===== src/rtl/convex_polygon_span_fill_assert.svh =====
// ----------------------------------------------------------------------------
// Convex polygon span fill assertion macros
// Shared concurrent assertion forms for the span fill block.
// ----------------------------------------------------------------------------
`ifndef CONVEX_POLYGON_SPAN_FILL_ASSERT_SVH
`define CONVEX_POLYGON_SPAN_FILL_ASSERT_SVH

// same-cycle implication
`define CPSF_ASSERT_IMP(label, ante, cons, msg) \
    label: assert property (@(posedge i_clk) disable iff (!i_rst_n) (ante) |-> (cons)) \
        else $error(msg);

// next-cycle implication
`define CPSF_ASSERT_NXT(label, ante, cons, msg) \
    label: assert property (@(posedge i_clk) disable iff (!i_rst_n) (ante) |=> (cons)) \
        else $error(msg);

`endif


===== src/rtl/cpsf_ram.sv =====
// ----------------------------------------------------------------------------
// Span fill RAM
// Simple dual-port synchronous RAM, one write and one registered read port.
// ----------------------------------------------------------------------------
`default_nettype none

module cpsf_ram #(
    parameter int WIDTH = 8,
    parameter int DEPTH = 16
) (
    input  wire logic                     i_clk,
    input  wire logic                     i_we,
    input  wire logic [$clog2(DEPTH)-1:0] i_waddr,
    input  wire logic [WIDTH-1:0]         i_wdata,
    input  wire logic [$clog2(DEPTH)-1:0] i_raddr,
    output logic      [WIDTH-1:0]         o_rdata
);

    logic [WIDTH-1:0] r_mem [DEPTH];

    always_ff @(posedge i_clk) begin
        if (i_we) begin
            r_mem[i_waddr] <= i_wdata;
        end
    end

    always_ff @(posedge i_clk) begin
        o_rdata <= r_mem[i_raddr];
    end

endmodule

`default_nettype wire


===== config.mk =====
export PLATFORM = sky130hd
export DESIGN_NAME = cpsf_ram
export DESIGN_NICKNAME = d
export VERILOG_FILES = /design/src/rtl/convex_polygon_span_fill_assert.svh /design/src/rtl/cpsf_ram.sv
export SDC_FILE = /design/constraint.sdc
export NUM_CORES = 1
export LEC_CHECK = 0
export ABC_AREA = 1
export CORE_MARGIN = 5
export CORE_UTILIZATION = 57
export DETAILED_ROUTE_END_ITERATION = 6
export DONT_BUFFER_PORTS = 1
export HOLD_SLACK_MARGIN = 0.08
export PLACE_DENSITY = 0.75
export SYNTH_ARGS = -nofsm -noshare
export SYNTH_HDL_FRONTEND = slang
export SYNTH_SLANG_ARGS = --single-unit

===== constraint.sdc =====
create_clock -name i_clk -period 1 [get_ports i_clk]
set_input_delay 0.05 -clock i_clk [delete_from_list [all_inputs] [get_ports i_clk]]
set_output_delay 0.05 -clock i_clk [all_outputs]
set_load 0.02 [all_outputs]

==> flow_metrics.env, run 1 <==
export IMPL_vias_per_cell=5.44
export IMPL_start_kind="flop"
export IMPL_synth_area_sq_mm=0.00577
export IMPL_cts_buffer_depth=2
export IMPL_met1_usage=0.269
export IMPL_fin_cells=728
export IMPL_die_w_microns=111
export IMPL_yosys_top_cells_count="173 x nand2_1, 128 x edfxtp_1, 100 x inv_1, 97 x nand3_1, 17 x nor2_1"
export IMPL_syn_to_final_growth_pct=17.9
export IMPL_tritoncts="yes"
export IMPL_slowest_delay_ns=0.38
export IMPL_status="finished with violations"
export IMPL_rsz0062_at_grt="true"
export IMPL_cp_slowest_cell="edfxtp_1"
export IMPL_ys_ff_latch=136
export IMPL_worstPathArrival_ns=1.41
export IMPL_ant_nets=0
export IMPL_synthFlopType="edfxtp_1"
export IMPL_grt_total_usage=0.222
export IMPL_yosys_warnings=0
export IMPL_synth_top_family_by_area="simple AND/OR/NAND/NOR gates"
export IMPL_crit_required_ns=1.41
export IMPL_gp_congestion=0.853
export IMPL_grt_pass1_vias=3937
export IMPL_clock_fmax_ghz=0.998
export IMPL_ios=26
export IMPL_finalMaxSlewViolations=0
export IMPL_syn_inst=551
export IMPL_synth_edff_count=128
export IMPL_die_y_microns=111
export IMPL_dp_cells=682
export IMPL_synth_area_leaders="edfxtp_1 67%, nand2_1 11%, nand3_1 8.4%, inv_1 6.5%, dfxtp_1 2.8%"
export IMPL_setup_viol=1
export IMPL_vias=3962
export IMPL_yosysTopAreaCell="edfxtp_1"
export IMPL_grt_remaining_overflow=0
export IMPL_drc=0
export IMPL_fin_tns_setup_ns=-0.00193
export IMPL_clock_sinks=136
export IMPL_synth_fp_nets=569
export IMPL_period_share=1.00
export IMPL_cts_buffers=17
export IMPL_report_final_hold_viol_count=8
export IMPL_first_iter_violations=411
export IMPL_clkSlewWorstSetupHoldPaths_ns=0.06
export IMPL_synth_compound_area_share=0
export IMPL_core_area_sq_mm=0.00982
export IMPL_die_area_sq_mm=0.0122
export IMPL_drive_gt1_frac=0.147
export IMPL_post_cts_buffers=0
export IMPL_r2r_slack_ns=-0.002
export IMPL_hold_buffers=12
export IMPL_cp_cell_sequence="inv_1, nand2_1, nand3_1, nand3_1, nand3_1, nand2_1"
export IMPL_synthXorXnorAreaFrac=0
export IMPL_worst_setup_path_type="flop to flop"
export IMPL_synthArstFlopShare=0
export IMPL_wl_per_cell_microns=18.3
export IMPL_syn_avg_cell_area_sq_um=10.5
export IMPL_synthMostInstantiatedCell="nand2_1"
export IMPL_routed_wl_microns=13300
export IMPL_power_density_mw_per_mm2=1910
export IMPL_cts_max_level=4
export IMPL_leakage_nw=2.92
export IMPL_dp_hpwl_microns=7650
export IMPL_drt_first_pass_iters=5
export IMPL_clkLatencyLatePin_ns=0.52
export IMPL_hold_class="input pin to flop"
export IMPL_critical_path_top_delay_family="simple AND/OR/NAND/NOR gates"
export IMPL_top_usage_layer="met2"
export IMPL_critPathMaxFanout=1
export IMPL_relSlewSlack=0.431
export IMPL_port_buffers=0
export IMPL_grt_max_degree=66
export IMPL_start_util=0.587
export IMPL_finClkSkew_ns=0.00473
export IMPL_fin_nets=598
export IMPL_ys_types=12
export IMPL_synth_fa_ha_area_frac=0
export IMPL_grt_pass1_wl_microns=20400
export IMPL_yosys_area_share_simple=0.210
export IMPL_endpoint_kind="flop"
export IMPL_maxCapViolCount=0
export IMPL_violations="negative hold slack, negative setup slack"
export IMPL_grt_met3_usage=0.0531
export IMPL_critPathBufInv=1
export IMPL_holdWs_ns=-0.336
export IMPL_ys_seq_area_frac=0.694
export IMPL_finalCriticalPeriod_ns=1.00
export IMPL_antenna_found_initial=1
export IMPL_grtUsageMet2=0.373
export IMPL_max_vdd_ir_drop_mv=1.44
export IMPL_worst_slack_ns=-0.00193
export IMPL_yosysTopAreaCellShare=0.667
export IMPL_tightest_slew_ns=0.851
export IMPL_clockRootBuffer="clkbuf_8"
export IMPL_num_rows=36
export IMPL_synth_area_mux_share=0
export IMPL_crit_path_frequent_cell="nand3_1"
final timing paths:
path                                   start          to  cells after the start
worst max-delay path            r_mem[15][1]  o_rdata[1]                      6
worst min-delay path              i_raddr[3]  o_rdata[6]                      2
worst max register to register  r_mem[15][1]  o_rdata[1]                      6
worst min register to register  r_mem[10][7]  o_rdata[7]                      6
through the flow:
stage | worst slack [ns] | utilization | hold WS, ns | area (sq um) | total power [mW]
2_1_floorplan | -0.000845 | - | 0.149 | 5770 | 7.02
3_3_place_gp | 0.0430 | 0.609 | 0.150 | 5980 | 7.11
3_5_place_dp | -0.0214 | 0.609 | 0.150 | 5980 | 7.12
4_1_cts | 0.000892 | 0.680 | -0.347 | 6680 | 13.0
5_1_grt | -0.0431 | 0.692 | -0.360 | 6800 | 13.4
6_report | -0.00193 | 0.693 | -0.336 | 6800 | 13.0
power by group:
group	leakage, nW	total [mW]	switching [mW]	internal, mW
sequential	1.22	6.48	0.0978	6.38
combinational	1.43	0.722	0.474	0.248
clock	0.269	5.81	2.30	3.51
total	2.92	13.0	2.87	10.1
cell type report:
type	count	area [sq um]
antenna	2	5.00
clock buffer	18	418
clock inverter	14	134
fill	725	3020
inverter	102	383
multi-input combinational	289	1340
sequential	136	4020
tap	133	166
timing repair buffer	34	335
registers in the layout, indices dropped and copies added (netlist names):
name,flops
r_mem,128
o_rdata,8
layer usage:
metal | vias up | wire, microns
li1 | 1833 | -
met1 | 1905 | 5090
met2 | 184 | 6710
met3 | 40 | 1050
met4 | 0 | 457
met5 | - | 0
worst register-to-register path: cells and delay by family (launching register included):
kind | cells | cell delay, ns
flip-flops | 1 | 0.38
buffers and inverters | 1 | 0.06
AND/OR/NAND/NOR | 5 | 0.44
cells by family after synthesis:
logic type / after synthesis
buf+inv: 126
simple gates: 289
flops: 136
what timing repair did:
item | in CTS | in global routing
gates resized for setup | 12 | 24
endpoints found under the hold margin | 180 | 8
pin swaps | 0 | 7
setup endpoints to repair | 10 | 9
placed cells by master (no fill, tap or decap):
cell type / synthesis / final
bufinv_16: 0 / 2
clkinv_2: 0 / 5
clkinv_1: 0 / 2
clkbuf_16: 0 / 16
dfxtp_4: 0 / 2
diode_2: 0 / 2
edfxtp_1: 128 / 128
clkbuf_8: 0 / 1
clkinv_4: 0 / 3
inv_2: 2 / 2
clkbuf_1: 0 / 1
inv_1: 100 / 100
buf_4: 4 / 18
nand2_2: 0 / 1
nand3b_1: 2 / 2
dlygate4sd3_1: 0 / 12
nand3_1: 97 / 72
clkinvlp_4: 0 / 2
dfxtp_2: 0 / 6
nand2_1: 173 / 172
nand3_2: 0 / 25
buf_12: 0 / 4
nor2_1: 17 / 17
No activity file was read; power rests on OpenSTA's default activity.
==> run 2, diff against run 1 <==
--- a/config.mk
+++ b/config.mk
@@ -6,12 +6,14 @@
 export NUM_CORES = 1
 export LEC_CHECK = 0
 export ABC_AREA = 1
+export CELL_PAD_IN_SITES_DETAIL_PLACEMENT = 1
+export CELL_PAD_IN_SITES_GLOBAL_PLACEMENT = 2
 export CORE_MARGIN = 5
-export CORE_UTILIZATION = 57
+export CORE_UTILIZATION = 38
 export DETAILED_ROUTE_END_ITERATION = 6
 export DONT_BUFFER_PORTS = 1
 export HOLD_SLACK_MARGIN = 0.08
-export PLACE_DENSITY = 0.75
+export PLACE_DENSITY_LB_ADDON = 0.1
 export SYNTH_ARGS = -nofsm -noshare
 export SYNTH_HDL_FRONTEND = slang
 export SYNTH_SLANG_ARGS = --single-unit
==> flow_metrics.env, run 2 (synthesized netlist as in run 1, its figures left out) <==
export IMPL_setup_viol=0
export IMPL_ios=26
export IMPL_dpl_worst_slack_ns=-0.0832
export IMPL_top_regs="r_mem: 128 flops, o_rdata: 8 flops"
export IMPL_clock_fmax_ghz=1.01
export IMPL_core_area_sq_mm=0.0150
export IMPL_grt_max_degree=66
export IMPL_antenna_found_initial=2
export IMPL_clkSlewWorstSetupHoldPaths_ns=0.06
export IMPL_routed_wl_microns=15500
export IMPL_start_kind="input pin"
export IMPL_num_rows=45
export IMPL_critPathMaxFanout=16
export IMPL_finalMaxSlewViolations=0
export IMPL_dp_hpwl_microns=9730
export IMPL_cts_buffer_depth=2
export IMPL_wl_per_cell_microns=19.9
export IMPL_num_fill_cells=1665
export IMPL_final_common_cell="nand2_1"
export IMPL_holdWs_ns=-0.214
export IMPL_die_w_microns=133
export IMPL_slowest_delay_ns=1.04
export IMPL_tritoncts="yes"
export IMPL_cp_slowest_cell="dlygate4sd3_1"
export IMPL_grt_total_usage=0.185
export IMPL_post_cts_buffers=0
export IMPL_placed_cell_area_sq_mm=0.00607
export IMPL_multi_input_area_sq_mm=0.00141
export IMPL_finalCriticalPeriod_ns=0.994
export IMPL_grt_remaining_overflow=0
export IMPL_regMostFlops="r_mem"
export IMPL_die_y_microns=133
export IMPL_vias=3752
export IMPL_leakage_nw=2.93
export IMPL_clkLatencyLatePin_ns=0.42
export IMPL_fin_tns_setup_ns=0
export IMPL_drc=0
export IMPL_report_final_hold_viol_count=8
export IMPL_swShare=0.220
export IMPL_rsz0062_at_grt="true"
export IMPL_layout_common_cells="171 x nand2_1, 128 x edfxtp_1, 100 x inv_1"
export IMPL_power_clock_fraction=0.424
export IMPL_p_total_mw=12.6
export IMPL_grt_pass1_wl_microns=23900
export IMPL_clockRootBuffer="clkbuf_16"
export IMPL_cts_max_level=4
export IMPL_endpoint_kind="flop"
export IMPL_finClkSkew_ns=0.0123
export IMPL_maxCapViolCount=0
export IMPL_first_iter_violations=248
export IMPL_ant_nets=0
export IMPL_power_density_mw_per_mm2=1830
export IMPL_crit_required_ns=1.10
export IMPL_cp_cell_sequence="dlygate4sd3_1"
export IMPL_p_int_mw=9.81
export IMPL_p_seq_frac=0.516
export IMPL_switchingPower_mw=2.76
export IMPL_regArea_sq_mm=0.00401
export IMPL_max_vdd_ir_drop_mv=1.13
export IMPL_vias_per_cell=4.82
export IMPL_worst_slack_ns=0.00625
export IMPL_critPathBufInv=1
export IMPL_drt_first_pass_iters=4
export IMPL_status="finished with violations"
export IMPL_drive_gt1_frac=0.149
export IMPL_die_area_sq_mm=0.0177
export IMPL_final_area_sq_mm=0.00685
export IMPL_critical_path_top_delay_family="buffers and inverters"
export IMPL_fin_nets=596
export IMPL_clock_sinks=136
export IMPL_period_share=0.994
export IMPL_largest_reg_flops=128
export IMPL_syn_to_final_growth_pct=18.8
export IMPL_hold_class="input pin to flop"
export IMPL_tightest_slew_ns=0.790
export IMPL_worst_setup_path_type="input pin to flop"
export IMPL_port_buffers=0
export IMPL_combPwrFrac=0.060
export IMPL_gp_congestion=0.739
export IMPL_worstPathArrival_ns=1.10
export IMPL_grt_pass1_vias=3991
export IMPL_cts_buffers=17
export IMPL_start_util=0.384
export IMPL_violations="negative hold slack"
export IMPL_relSlewSlack=0.473
[run 2: cell count changes in the layout (fill, tap and decap cells not counted), moves of 3 or more]
cell           before  now
clkbuf_1            1    6
nand3_2            25   29
nand3_1            72   64
dfxtp_1             0    4
clkinv_4            3    0
nand3_4             0    4
dlygate4sd3_1      12    6
[run 2: power by group through the flow]
stage               clock, mW  combinational, mW  sequential, mW
floorplan                   0              0.450            6.57
global placement            0              0.566            6.60
detailed placement          0              0.578            6.61
CTS                      5.43              0.707            6.49
global route             5.75              0.839            6.50
finish                   5.32              0.756            6.49
[run 2: repair_timing]
action                     4_1_cts  5_1_grt
cloned                           0        0
setup endpoints to repair       11       40
hold endpoints to repair       136       24
pin swaps                        2       13
gates resized for setup         14       31
hold buffers                     7        1
[run 2: worst paths after layout]
kind / slack (ns) / to / depth (start not counted) / startpoint
worst max-delay path: 0.006 / r_mem[8][3] / 1 / i_wdata[3]
worst min-delay path: -0.21 / o_rdata[5] / 2 / i_raddr[3]
worst min register to register: 0.69 / o_rdata[1] / 6 / r_mem[13][1]
worst max register to register: 0.03 / o_rdata[6] / 6 / r_mem[12][6]
[run 2: per-stage QoR]
| step | util | cells | hold WS, ns |
|---|---|---|---|
| global route | 0.456 | 779 | -0.229 |
| floorplan | - | 551 | 0.149 |
| detailed placement | 0.403 | 739 | 0.150 |
| global placement | 0.403 | 739 | 0.150 |
| CTS | 0.445 | 777 | -0.286 |
| finish | 0.456 | 779 | -0.214 |
[run 2: cell type report]
type,instances,area share
antenna,1,0.000365
clock buffer,24,0.0674
clock inverter,7,0.00475
inverter,102,0.0559
multi-input combinational,289,0.206
sequential,136,0.585
tap,188,0.0343
timing repair buffer,32,0.0460
[run 2: per-layer routing]
metal	up-vias	wire length, microns	part of all wire	GRT usage
li1	1826	-	-	-
met1	1840	6720	0.43	0.232
met3	21	942	0.061	0.0597
met5	-	13	0.00084	0
met2	63	7570	0.49	0.302
met4	2	243	0.016	0.0651
