==> config.mk <==
export PLATFORM = sky130hd
export DESIGN_NAME = cpsf_div
export DESIGN_NICKNAME = d
export VERILOG_FILES = /design/src/rtl/convex_polygon_span_fill_assert.svh /design/src/rtl/cpsf_pkg.sv /design/src/rtl/cpsf_div.sv
export SDC_FILE = /design/constraint.sdc
export NUM_CORES = 1
export LEC_CHECK = 0
export ABC_AREA = 1
export BUFFER_PORTS_ARGS = -buffer_cell sky130_fd_sc_hd__buf_2
export CAP_MARGIN = 10
export CORE_MARGIN = 2
export CORE_UTILIZATION = 45
export DETAILED_ROUTE_END_ITERATION = 8
export PLACE_DENSITY = 0.68
export SETUP_SLACK_MARGIN = 0.4
export SLEW_MARGIN = 40
export SYNTH_ARGS = -nofsm -noshare
export SYNTH_HDL_FRONTEND = slang
export SYNTH_SLANG_ARGS = --single-unit
==> constraint.sdc <==
create_clock -name i_clk -period 2 [get_ports i_clk]
set_input_delay 0.6 -clock i_clk [delete_from_list [all_inputs] [get_ports i_clk]]
set_output_delay 0.6 -clock i_clk [all_outputs]
set_load 0.005 [all_outputs]
==> src/rtl/convex_polygon_span_fill_assert.svh <==
// ----------------------------------------------------------------------------
// Convex polygon span fill assertion macros
// Shared concurrent assertion forms for the span fill block.
// ----------------------------------------------------------------------------
`ifndef CONVEX_POLYGON_SPAN_FILL_ASSERT_SVH
`define CONVEX_POLYGON_SPAN_FILL_ASSERT_SVH

// same-cycle implication
`define CPSF_ASSERT_IMP(label, ante, cons, msg) \
    label: assert property (@(posedge i_clk) disable iff (!i_rst_n) (ante) |-> (cons)) \
        else $error(msg);

// next-cycle implication
`define CPSF_ASSERT_NXT(label, ante, cons, msg) \
    label: assert property (@(posedge i_clk) disable iff (!i_rst_n) (ante) |=> (cons)) \
        else $error(msg);

`endif

==> src/rtl/cpsf_pkg.sv <==
// ----------------------------------------------------------------------------
// Convex polygon span fill package
// Sizes, constants and sequencer states shared by the span fill modules.
// ----------------------------------------------------------------------------
`default_nettype none

package cpsf_pkg;

    localparam int VERTEX_MAX   = 16;
    localparam int TABLE_ROWS   = 1024;
    localparam int FRAC_BITS    = 16;

    localparam int COORD_W      = 11;
    localparam int COLOR_W      = 24;
    localparam int ROW_W        = 12;
    localparam int VA_W         = $clog2(VERTEX_MAX);
    localparam int VC_W         = $clog2(VERTEX_MAX + 1);
    localparam int RA_W         = $clog2(TABLE_ROWS);
    localparam int SP_W         = $clog2(TABLE_ROWS + 1);
    localparam int XW           = COORD_W + FRAC_BITS;
    localparam int VTX_W        = 2 * COORD_W;
    localparam int ENT_W        = 2 * ROW_W;

    localparam logic [ROW_W-1:0]   EMPTY_LEFT   = '1;
    localparam logic [ROW_W-1:0]   EMPTY_RIGHT  = '0;
    localparam logic [VC_W-1:0]    MIN_VERTICES = VC_W'(3);
    localparam logic [COLOR_W-1:0] COLOR_RESET  = 24'h00FF00;

    localparam logic MODE_LOAD  = 1'b0;
    localparam logic MODE_FETCH = 1'b1;

    typedef enum logic [3:0] {
        ST_IDLE,
        ST_MM_RD,
        ST_MM_UPD,
        ST_CLR,
        ST_E_RD0,
        ST_E_LD0,
        ST_E_RD,
        ST_E_LD,
        ST_E_DIV,
        ST_ROW_RD,
        ST_ROW_WR,
        ST_F_RD,
        ST_F_CHK
    } t_state;

endpackage

`default_nettype wire

==> src/rtl/cpsf_div.sv <==
// ----------------------------------------------------------------------------
// Span fill edge step divider
// Restoring divider, one quotient bit per cycle, for the fixed point x step.
// ----------------------------------------------------------------------------
`default_nettype none

module cpsf_div
    import cpsf_pkg::*;
(
    input  wire logic               i_clk,
    input  wire logic               i_rst_n,
    input  wire logic               i_start,
    input  wire logic [XW-1:0]      i_dividend,
    input  wire logic [COORD_W-1:0] i_divisor,
    output logic                    o_done,
    output logic      [XW-1:0]      o_quotient
);

    localparam int CNT_W = $clog2(XW + 1);

    logic               r_busy;
    logic [CNT_W-1:0]   r_cnt;
    logic [XW-1:0]      r_q;
    logic [COORD_W-1:0] r_rem;
    logic [COORD_W-1:0] r_div;
    logic               r_done;
    logic [COORD_W:0]   trial;
    logic               take;

    assign trial = {r_rem, r_q[XW-1]};
    assign take  = trial >= {1'b0, r_div};

    always_ff @(posedge i_clk) begin
        if (!i_rst_n) begin
            r_busy <= 1'b0;
            r_done <= 1'b0;
            r_cnt  <= '0;
        end else begin
            r_done <= 1'b0;
            if (i_start) begin
                r_busy <= 1'b1;
                r_cnt  <= CNT_W'(XW);
            end else if (r_busy) begin
                r_cnt <= r_cnt - CNT_W'(1);
                if (r_cnt == CNT_W'(1)) begin
                    r_busy <= 1'b0;
                    r_done <= 1'b1;
                end
            end
        end
    end

    always_ff @(posedge i_clk) begin
        if (i_start) begin
            r_q   <= i_dividend;
            r_div <= i_divisor;
            r_rem <= '0;
        end else if (r_busy) begin
            r_q   <= {r_q[XW-2:0], take};
            r_rem <= take ? COORD_W'(trial - {1'b0, r_div}) : trial[COORD_W-1:0];
        end
    end

    assign o_done     = r_done;
    assign o_quotient = r_q;

endmodule

`default_nettype wire

==> flow_metrics.env, run 1 <==
export IMPL_status="completed"
export IMPL_worst_pin_slew_ns=0.298
export IMPL_drtIter0Drc=141
export IMPL_syn2layout_area_growth_pct=24.1
export IMPL_core_area_um2=6720
export IMPL_p_per_area_nw_per_um2=657
export IMPL_place_gp_congestion=0.871
export IMPL_wirelength_mm=7.08
export IMPL_critPathSlowestCell="edfxtp_1"
export IMPL_cts_buffers=5
export IMPL_grt_max_degree=30
export IMPL_ys_types=32
export IMPL_cp_data_required_time_ns=2.23
export IMPL_met2_length_mm=3.38
export IMPL_critPathMaxStageDelay_ns=0.43
export IMPL_ys_warn_count=0
export IMPL_dp_cells=526
export IMPL_fill_cells=599
export IMPL_drt_vias_per_instance=4.96
export IMPL_path_cells="ha_4 > fa_2 > inv_2 > buf_4 > buf_4 > nand3_1 > nand4_1 > nand3_1 > nand3_1 > nand2_1"
export IMPL_slew_headroom=0.801
export IMPL_power_total_uw=2520
export IMPL_synth_main_ff_cell="edfxtp_1"
export IMPL_dieArea_um2=7560
export IMPL_cts_hold_buf=0
export IMPL_nets=516
export IMPL_pwr_share_seq=0.550
export IMPL_fin_skew_ns=0.0112
export IMPL_synthArstFlopShare=0
export IMPL_cp_num_buf_inv=3
export IMPL_ctsRootBufferMaster="clkbuf_8"
export IMPL_maxCapViolCount=0
export IMPL_dpl_hpwl_mm=4.71
export IMPL_synth_edff_count=38
export IMPL_multi_input_area_um2=1470
export IMPL_setup_violations=0
export IMPL_cts_buffer_depth=2
export IMPL_post_dp_cell_area_um2=3580
export IMPL_syn_inst=382
export IMPL_clockPowerShare=0.273
export IMPL_die_w_um=86.9
export IMPL_cp_top_family="adder cells"
export IMPL_grt_pass1_wl_mm=11.2
export IMPL_crit_top_cell="nand3_1"
export IMPL_end_kind="register"
export IMPL_htree_levels=2
export IMPL_antenna_cells=0
export IMPL_synth_area_leaders="edfxtp_1 37%, nand2_1 18%, dfxtp_1 12%"
export IMPL_dr_wl_met3_um=440
export IMPL_power_leakage_uw=0.00196
export IMPL_syn_area_um2=3100
export IMPL_drc=0
export IMPL_critPathMaxFanout=2
export IMPL_tns_ns=0
export IMPL_slew_violations=0
export IMPL_p_int_uw=1830
export IMPL_syn_num_nets=437
export IMPL_final_cell_count_no_fill=542
export IMPL_start_util=0.461
export IMPL_antenna_found_initial=0
export IMPL_clkTransAtPathRegs_ns=0.11
export IMPL_ir_drop_v=0.000394
export IMPL_syn_avg_cell_area_um2=8.10
export IMPL_synth_seq_cells=56
export IMPL_port_buffers=68
export IMPL_avgRoutedWirePerCell_um=13.1
export IMPL_fmax_mhz=565
export IMPL_track_usage=0.188
export IMPL_drive_gt1_frac=0.297
export IMPL_die_y_um=86.9
export IMPL_final_util=0.572
export IMPL_vias=2688
export IMPL_worstPathArrival_ns=2.00
export IMPL_grt_ovfl_total=0
export IMPL_grt_pass1_vias=2449
export IMPL_ant_nets=0
export IMPL_p_switching_uw=695
export IMPL_hold_path_class="primary input to register"
export IMPL_seq_area_frac_synth=0.485
export IMPL_ios=69
export IMPL_ff_latch_area_um2=1500
export IMPL_core_rowCount=30
export IMPL_wl_met1_mm=3.17
export IMPL_setup_worst_path_class="register to register"
export IMPL_hold_viol_final=0
export IMPL_synth_largest_area_cell="edfxtp_1"
export IMPL_drt_first_pass_iters=4
export IMPL_cts_num_sinks=56
export IMPL_rsz0062_at_grt="yes"
export IMPL_layout_min_cycle_time_ns=1.77
export IMPL_yosysTopAreaCellShare=0.369
export IMPL_crit_path_start_kind="register"
export IMPL_fin_crit_sh=0.885
export IMPL_worstSkewPairLatency_ns=0.32
export IMPL_final_area_um2=3840
export IMPL_cts_tree="done"
export IMPL_p_comb_frac=0.177
export IMPL_highest_layer="met4"
export IMPL_switching_share=0.275
## cell usage after synthesis (2+ instances only)
cell type / n
o21ai_0: 2
inv_2: 2
ha_1: 13
xnor2_1: 2
clkbuf_1: 5
a31oi_1: 2
nand3_2: 6
nor2_2: 2
nand2_2: 12
nand3_1: 26
edfxtp_1: 38
dfxtp_1: 18
nand2_1: 151
a21oi_1: 3
inv_1: 53
buf_1: 2
buf_2: 3
nor2_1: 14
xor2_1: 2
nand4_1: 14
## per-layer routing
layer / GRT usage / vias to the layer above
met5: 0 / -
met4: 0.0469 / 0
met3: 0.0436 / 7
met2: 0.321 / 78
met1: 0.241 / 1222
li1: - / 1381
## through the flow
stage	setup WS, ns	hold slack (ns)
after detailed placement	0.111	0.458
after global routing	0.159	0.441
after floorplan	0.241	0.438
final	0.229	0.447
after CTS	0.244	0.439
after global placement	0.169	0.455
## power by group through the flow
stage          sequential (uW)  combinational [uW]  clock (uW)
2_1_floorplan             1420                 237           0
3_3_place_gp              1410                 401           0
3_5_place_dp              1410                 408           0
4_1_cts                   1390                 423         707
5_1_grt                   1400                 499         739
6_report                  1390                 446         689
## area by class of cell
| class | instances | area share |
|---|---|---|
| Inverter | 55 | 0.0537 |
| Tap cell | 80 | 0.0261 |
| Sequential cell | 56 | 0.391 |
| Timing Repair Buffer | 82 | 0.121 |
| Clock buffer | 6 | 0.0215 |
| Multi-Input combinational cell | 261 | 0.382 |
| Clock inverter | 2 | 0.00489 |
## logic make-up (layout without fill, tap and decap cells)
| group | Yosys count | in the layout | share of synthesized area |
|---|---|---|---|
| simple gates | 231 | 233 | 0.334 |
| buf+inv | 67 | 145 | 0.0901 |
| compound gates | 10 | 10 | 0.0202 |
| xor+xnor | 4 | 4 | 0.0113 |
| flops | 56 | 56 | 0.485 |
| fa+ha+maj | 14 | 14 | 0.0590 |
## flip-flops by register name, summed over array words and instances, names as in the netlist
| register | cells |
|---|---|
| r_rem | 11 |
| r_div | 11 |
| o_quotient | 27 |
| r_cnt | 5 |
| r_busy | 1 |
| o_done | 1 |
## cells in the final DEF (no fill, tap or decap), types with 2 or more instances in the layout
cell type / synthesis / layout
nand2_1: 151 / 150
nor2_2: 2 / 2
nand3_1: 26 / 19
ha_1: 13 / 6
nand3_2: 6 / 12
nand4_1: 14 / 14
ha_2: 0 / 4
nand2_2: 12 / 11
nand4_4: 0 / 2
xor2_1: 2 / 2
o21ai_0: 2 / 2
buf_2: 3 / 68
nand2_4: 0 / 2
dfxtp_1: 18 / 18
clkbuf_8: 0 / 6
buf_4: 0 / 12
inv_2: 2 / 4
a31oi_1: 2 / 2
and2_4: 1 / 2
inv_1: 53 / 51
xnor2_1: 2 / 2
a21oi_1: 3 / 3
nor2_1: 14 / 14
ha_4: 0 / 3
edfxtp_1: 38 / 38
## worst paths after layout
path | from | endpoint | slack (ns) | depth (start not counted)
worst max-delay path | r_div[0] | r_rem[10] | 0.23 | 10
worst min-delay path | i_divisor[0] | r_div[0] | 0.45 | 1
worst max register to register | r_div[0] | r_rem[10] | 0.23 | 10
worst min register to register | r_rem[10] | r_rem[10] | 0.47 | 2
## timing repair
action / in CTS / in global routing
gates cloned: 2 / 0
resized for setup: 6 / 11
setup buffers: 3 / 3
setup endpoints to repair: 12 / 12
pin swaps: 3 / 5
No activity file was read; power rests on OpenSTA's default activity.
==> inputs of run 2 (changes only) <==
- SETUP_SLACK_MARGIN: 0.4 -> 0.1
==> run 2 against run 1 <==
Net effect:
- power decreased by 1.9%
- count of clock-buffer cells in the layout is 1 lower
- first-iteration DRC count rose by 7.8%
- critical path depth grew 1
- final cell count rose by 0.37%
- wire length decreased by 0.24%
- clock skew down 0.0015 ns
- largest cell class unchanged
- non-clock buffer count up 4
- setup slack worse by 0.11 ns
==> flow_metrics.env, run 2 (synthesis results as in run 1) <==
export IMPL_htree_levels=2
export IMPL_hold_path_class="primary input to register"
export IMPL_final_cell_count_no_fill=544
export IMPL_cts_buffers=5
export IMPL_critPathMaxFanout=6
export IMPL_power_leakage_uw=0.00195
export IMPL_crit_top_cell="nand3_2"
export IMPL_syn2layout_area_growth_pct=23.0
export IMPL_ff2ff_setup_slack_ns=0.12
export IMPL_cts_buffer_depth=2
export IMPL_grt_ovfl_total=0
export IMPL_holdWs_ns=0.451
export IMPL_core_area_um2=6720
export IMPL_ir_drop_v=0.000353
export IMPL_wl_met1_mm=3.17
export IMPL_track_usage=0.201
export IMPL_die_w_um=86.9
export IMPL_mostFrequentLayoutCells="151 x nand2_1, 68 x buf_2, 51 x inv_1"
export IMPL_worstSkewPairLatency_ns=0.31
export IMPL_drt_first_pass_iters=5
export IMPL_place_gp_congestion=0.905
export IMPL_antenna_cells=0
export IMPL_core_rowCount=30
export IMPL_cp_num_buf_inv=2
export IMPL_p_per_area_nw_per_um2=650
export IMPL_cp_data_required_time_ns=2.22
export IMPL_dr_wl_met3_um=529
export IMPL_hold_viol_final=0
export IMPL_whs_endpoint="r_div[10]"
export IMPL_grt_max_degree=31
export IMPL_cts_num_sinks=56
export IMPL_fill_cells=621
export IMPL_drc=0
export IMPL_path_cells="ha_4 > fa_2 > inv_2 > nand3_2 > nand3_2 > nand2_2 > nand4_4 > buf_6 > nand3_2 > nand3_2 > nand2_1"
export IMPL_cts_hold_buf=0
export IMPL_rsz0062_at_grt="yes"
export IMPL_cts_tree="done"
export IMPL_clkTransAtPathRegs_ns=0.11
export IMPL_critPathMaxStageDelay_ns=0.43
export IMPL_crit_path_start_kind="register"
export IMPL_die_y_um=86.9
export IMPL_dieArea_um2=7560
export IMPL_avgRoutedWirePerCell_um=13.0
export IMPL_vias=2673
export IMPL_cp_top_family="adder cells"
export IMPL_end_kind="register"
export IMPL_drtIter0Drc=152
export IMPL_layout_min_cycle_time_ns=1.88
export IMPL_port_buffers=68
export IMPL_wirelength_mm=7.06
export IMPL_hold_start="i_divisor[10]"
export IMPL_setup_worst_path_class="register to register"
export IMPL_place_ws_ns=-0.0152
export IMPL_nets=518
export IMPL_final_util=0.567
export IMPL_ios=69
export IMPL_status="completed"
export IMPL_met2_length_mm=3.22
export IMPL_fin_crit_sh=0.940
export IMPL_setup_violations=0
export IMPL_start_util=0.461
export IMPL_maxCapViolCount=0
export IMPL_worst_slack_ns=0.120
export IMPL_final_common_cell="nand2_1"
export IMPL_dp_cells=531
export IMPL_dpl_hpwl_mm=5.03
export IMPL_highest_layer="met4"
export IMPL_r2r_end="r_rem[7]"
export IMPL_antenna_found_initial=0
export IMPL_post_dp_cell_area_um2=3590
export IMPL_slew_violations=0
export IMPL_largest_reg_flops=27
export IMPL_drt_vias_per_instance=4.91
export IMPL_grt_pass1_vias=2667
export IMPL_worstReg2RegStart="r_div[0]"
export IMPL_worst_pin_slew_ns=0.309
export IMPL_worstPathArrival_ns=2.10
export IMPL_fmax_mhz=532
export IMPL_ant_nets=0
export IMPL_ctsRootBufferMaster="clkbuf_8"
export IMPL_slew_headroom=0.794
export IMPL_final_area_um2=3810
export IMPL_critPathSlowestCell="edfxtp_1"
export IMPL_rr_worst_depth=11
export IMPL_drive_gt1_frac=0.287
export IMPL_fin_skew_ns=0.00973
export IMPL_hold_depth=1
export IMPL_grt_pass1_wl_mm=12.0
-- run 2: cell count changes in the layout (fill, tap and decap cells not counted), sizes merged --
cell	change
clkbuf	-1
clkinv	+2
clkinvlp	-1
nand4	-1
and2	-1
buf	+4
-- run 2: area by class of cell --
cell class	count	area [um^2]	area share
clock buffer	5	68.8	0.0181
clock inverter	3	22.5	0.00591
inverter	55	206	0.0542
multi-input combinational	259	1390	0.366
sequential	56	1500	0.394
tap	80	100	0.0263
timing repair buffer	86	515	0.135
-- run 2: worst max-delay path by stage --
stage | from | to | slack [ns] | depth (start not counted)
final | r_div[0] | r_rem[7] | 0.12 | 11
after floorplan | o_quotient[26] | r_rem[6] | 0.18 | 12
after global routing | o_quotient[26] | o_quotient[0] | 0.02 | 11
after detailed placement | o_quotient[26] | r_rem[6] | -0.02 | 12
after CTS | o_quotient[26] | o_quotient[0] | 0.13 | 11
after global placement | o_quotient[26] | r_rem[8] | 0.06 | 12
-- run 2: power by group --
| part | internal (uW) | switching (uW) |
|---|---|---|
| Clock | 252 | 394 |
| Sequential | 1340 | 45.6 |
| Combinational | 189 | 252 |
| Total | 1780 | 692 |
-- run 2: through the flow --
| step | TNS [ns] | total power (uW) |
|---|---|---|
| floorplan | 0 | 1640 |
| global placement | 0 | 1820 |
| detailed placement | -0.0245 | 1830 |
| CTS | 0 | 2480 |
| global route | 0 | 2610 |
| finish | 0 | 2480 |
-- run 2: what timing repair did --
action,in CTS,in global routing
buffers inserted,3,2
pin swaps,0,2
resized for setup,3,17
setup endpoints to repair,10,12
-- run 2: metal layers --
layer	vias up	track usage
met5	-	0
met4	0	0.0724
met3	13	0.0645
met2	89	0.312
met1	1191	0.263
li1	1380	-
==> inputs of run 3 (changes only) <==
- GPL_TIMING_DRIVEN: default -> 0
- RECOVER_POWER: default -> 50
==> run 3 against run 2 <==
Net effect:
- clock power is essentially flat
- utilization grew 0.19 points
- global-route usage grew 0.088 points
- sequential cell count is the same
- maximum frequency shrank 5.4%
- critical path depth grew 2
- wire length grew 1.3%
- hold slack lost 0.0017 ns
- via count grew 1.5%
- non-clock buffer count grew 6
==> flow_metrics.env, run 3 (synthesis results as in run 1) <==
export IMPL_clkTransAtPathRegs_ns=0.11
export IMPL_fmax_mhz=503
export IMPL_core_rowCount=30
export IMPL_ir_drop_v=0.000374
export IMPL_antenna_found_initial=0
export IMPL_drc=0
export IMPL_hold_path_class="primary input to register"
export IMPL_drt_first_pass_iters=5
export IMPL_p_int_uw=1780
export IMPL_place_ws_ns=-0.0945
export IMPL_cts_buffers=5
export IMPL_wirelength_mm=7.16
export IMPL_final_util=0.569
export IMPL_setup_violations=0
export IMPL_status="completed"
export IMPL_die_y_um=86.9
export IMPL_grt_ovfl_total=0
export IMPL_p_switching_uw=696
export IMPL_grt_pass1_wl_mm=12.0
export IMPL_port_buffers=68
export IMPL_dpl_hpwl_mm=5.05
export IMPL_syn2layout_area_growth_pct=23.4
export IMPL_vias=2712
export IMPL_htree_levels=2
export IMPL_switching_share=0.281
export IMPL_ios=69
export IMPL_drt_vias_per_instance=4.93
export IMPL_worstPathArrival_ns=2.21
export IMPL_core_area_um2=6720
export IMPL_start_util=0.461
export IMPL_track_usage=0.202
export IMPL_hold_viol_final=0
export IMPL_final_cell_count_no_fill=550
export IMPL_worstSkewPairLatency_ns=0.32
export IMPL_maxCapViolCount=0
export IMPL_power_leakage_uw=0.00193
export IMPL_dp_cells=530
export IMPL_die_w_um=86.9
export IMPL_rsz0062_at_grt="yes"
export IMPL_cp_data_required_time_ns=2.22
export IMPL_cts_num_sinks=56
export IMPL_setup_worst_path_class="register to register"
export IMPL_ctsRootBufferMaster="clkbuf_8"
export IMPL_dieArea_um2=7560
export IMPL_ant_nets=0
export IMPL_fin_crit_sh=0.994
export IMPL_antenna_cells=0
export IMPL_avgRoutedWirePerCell_um=13.0
export IMPL_slew_headroom=0.611
export IMPL_tns_ns=0
export IMPL_fill_cells=641
export IMPL_clockPowerShare=0.260
export IMPL_nets=524
export IMPL_worst_pin_slew_ns=0.582
export IMPL_power_total_uw=2480
export IMPL_drive_gt1_frac=0.262
export IMPL_p_comb_frac=0.178
export IMPL_cts_tree="done"
export IMPL_final_common_cell="nand2_1"
export IMPL_critPathMaxFanout=5
export IMPL_pwr_share_seq=0.562
export IMPL_cts_buffer_depth=2
export IMPL_largest_reg_flops=27
export IMPL_place_gp_congestion=0.806
export IMPL_mostFrequentLayoutCells="151 x nand2_1, 57 x buf_2, 50 x inv_1"
export IMPL_cts_hold_buf=0
export IMPL_end_kind="register"
export IMPL_worst_slack_ns=0.0114
export IMPL_slew_violations=0
export IMPL_grt_max_degree=29
export IMPL_drtIter0Drc=160
export IMPL_p_per_area_nw_per_um2=649
export IMPL_fin_skew_ns=0.0120
export IMPL_crit_path_start_kind="register"
export IMPL_grt_pass1_vias=2608
export IMPL_layout_min_cycle_time_ns=1.99
-- run 3: through the flow --
step	hold WS, ns	area [um^2]
3_5_place_dp	0.462	3540
3_3_place_gp	0.462	3540
6_report	0.449	3820
5_1_grt	0.438	3820
4_1_cts	0.444	3750
2_1_floorplan	0.438	3100
-- run 3: timing repair --
item | CTS | global route
gates resized for setup | 8 | 19
buffers inserted | 9 | 3
endpoints found under the setup margin | 12 | 12
pin swaps | 1 | 8
cloned | 1 | 0
-- run 3: cell type report --
| class | count | area [um^2] | area share |
|---|---|---|---|
| inverters | 55 | 206 | 0.0540 |
| repair buffers | 80 | 442 | 0.116 |
| flip-flops and latches | 56 | 1500 | 0.393 |
| clock buffers | 6 | 72.6 | 0.0190 |
| well taps | 80 | 100 | 0.0262 |
| multi-input cells | 259 | 1410 | 0.369 |
| plain buffers | 12 | 76.3 | 0.0200 |
| clock inverters | 2 | 13.8 | 0.00360 |
-- run 3: path summary, 6_finish.rpt --
check / depth (start not counted) / to / from / slack, ns
worst min register to register: 2 / r_rem[9] / r_rem[9] / 0.48
worst max register to register: 13 / r_rem[7] / o_quotient[26] / 0.01
worst min-delay path: 1 / r_div[1] / i_divisor[1] / 0.45
worst max-delay path: 13 / r_rem[7] / o_quotient[26] / 0.01
-- run 3: power groups by stage --
stage | clock network [uW] | registers (uW) | logic, uW
6_report | 644 | 1390 | 441
5_1_grt | 696 | 1410 | 499
4_1_cts | 658 | 1390 | 427
3_5_place_dp | 0 | 1420 | 396
3_3_place_gp | 0 | 1420 | 386
2_1_floorplan | 0 | 1420 | 229
-- run 3: per-layer routing --
layer | vias up | global-route usage | part of all wire
met5 | - | 0 | 0
met4 | 0 | 0.0639 | 0.016
met3 | 9 | 0.0550 | 0.078
met2 | 93 | 0.320 | 0.45
met1 | 1219 | 0.268 | 0.46
li1 | 1391 | - | -
-- run 3: critical path, cell delays in order, from the launching register on --
cell and delay [ns]:
edfxtp_1 0.40, inv_2 0.07, ha_4 0.16, fa_2 0.40, inv_2 0.09, nand3_2 0.07
nand3_2 0.11, nand2_4 0.08, nand4_4 0.10, buf_12 0.12, buf_12 0.11, nand3_2 0.06
nand3_1 0.07, nand2_1 0.05
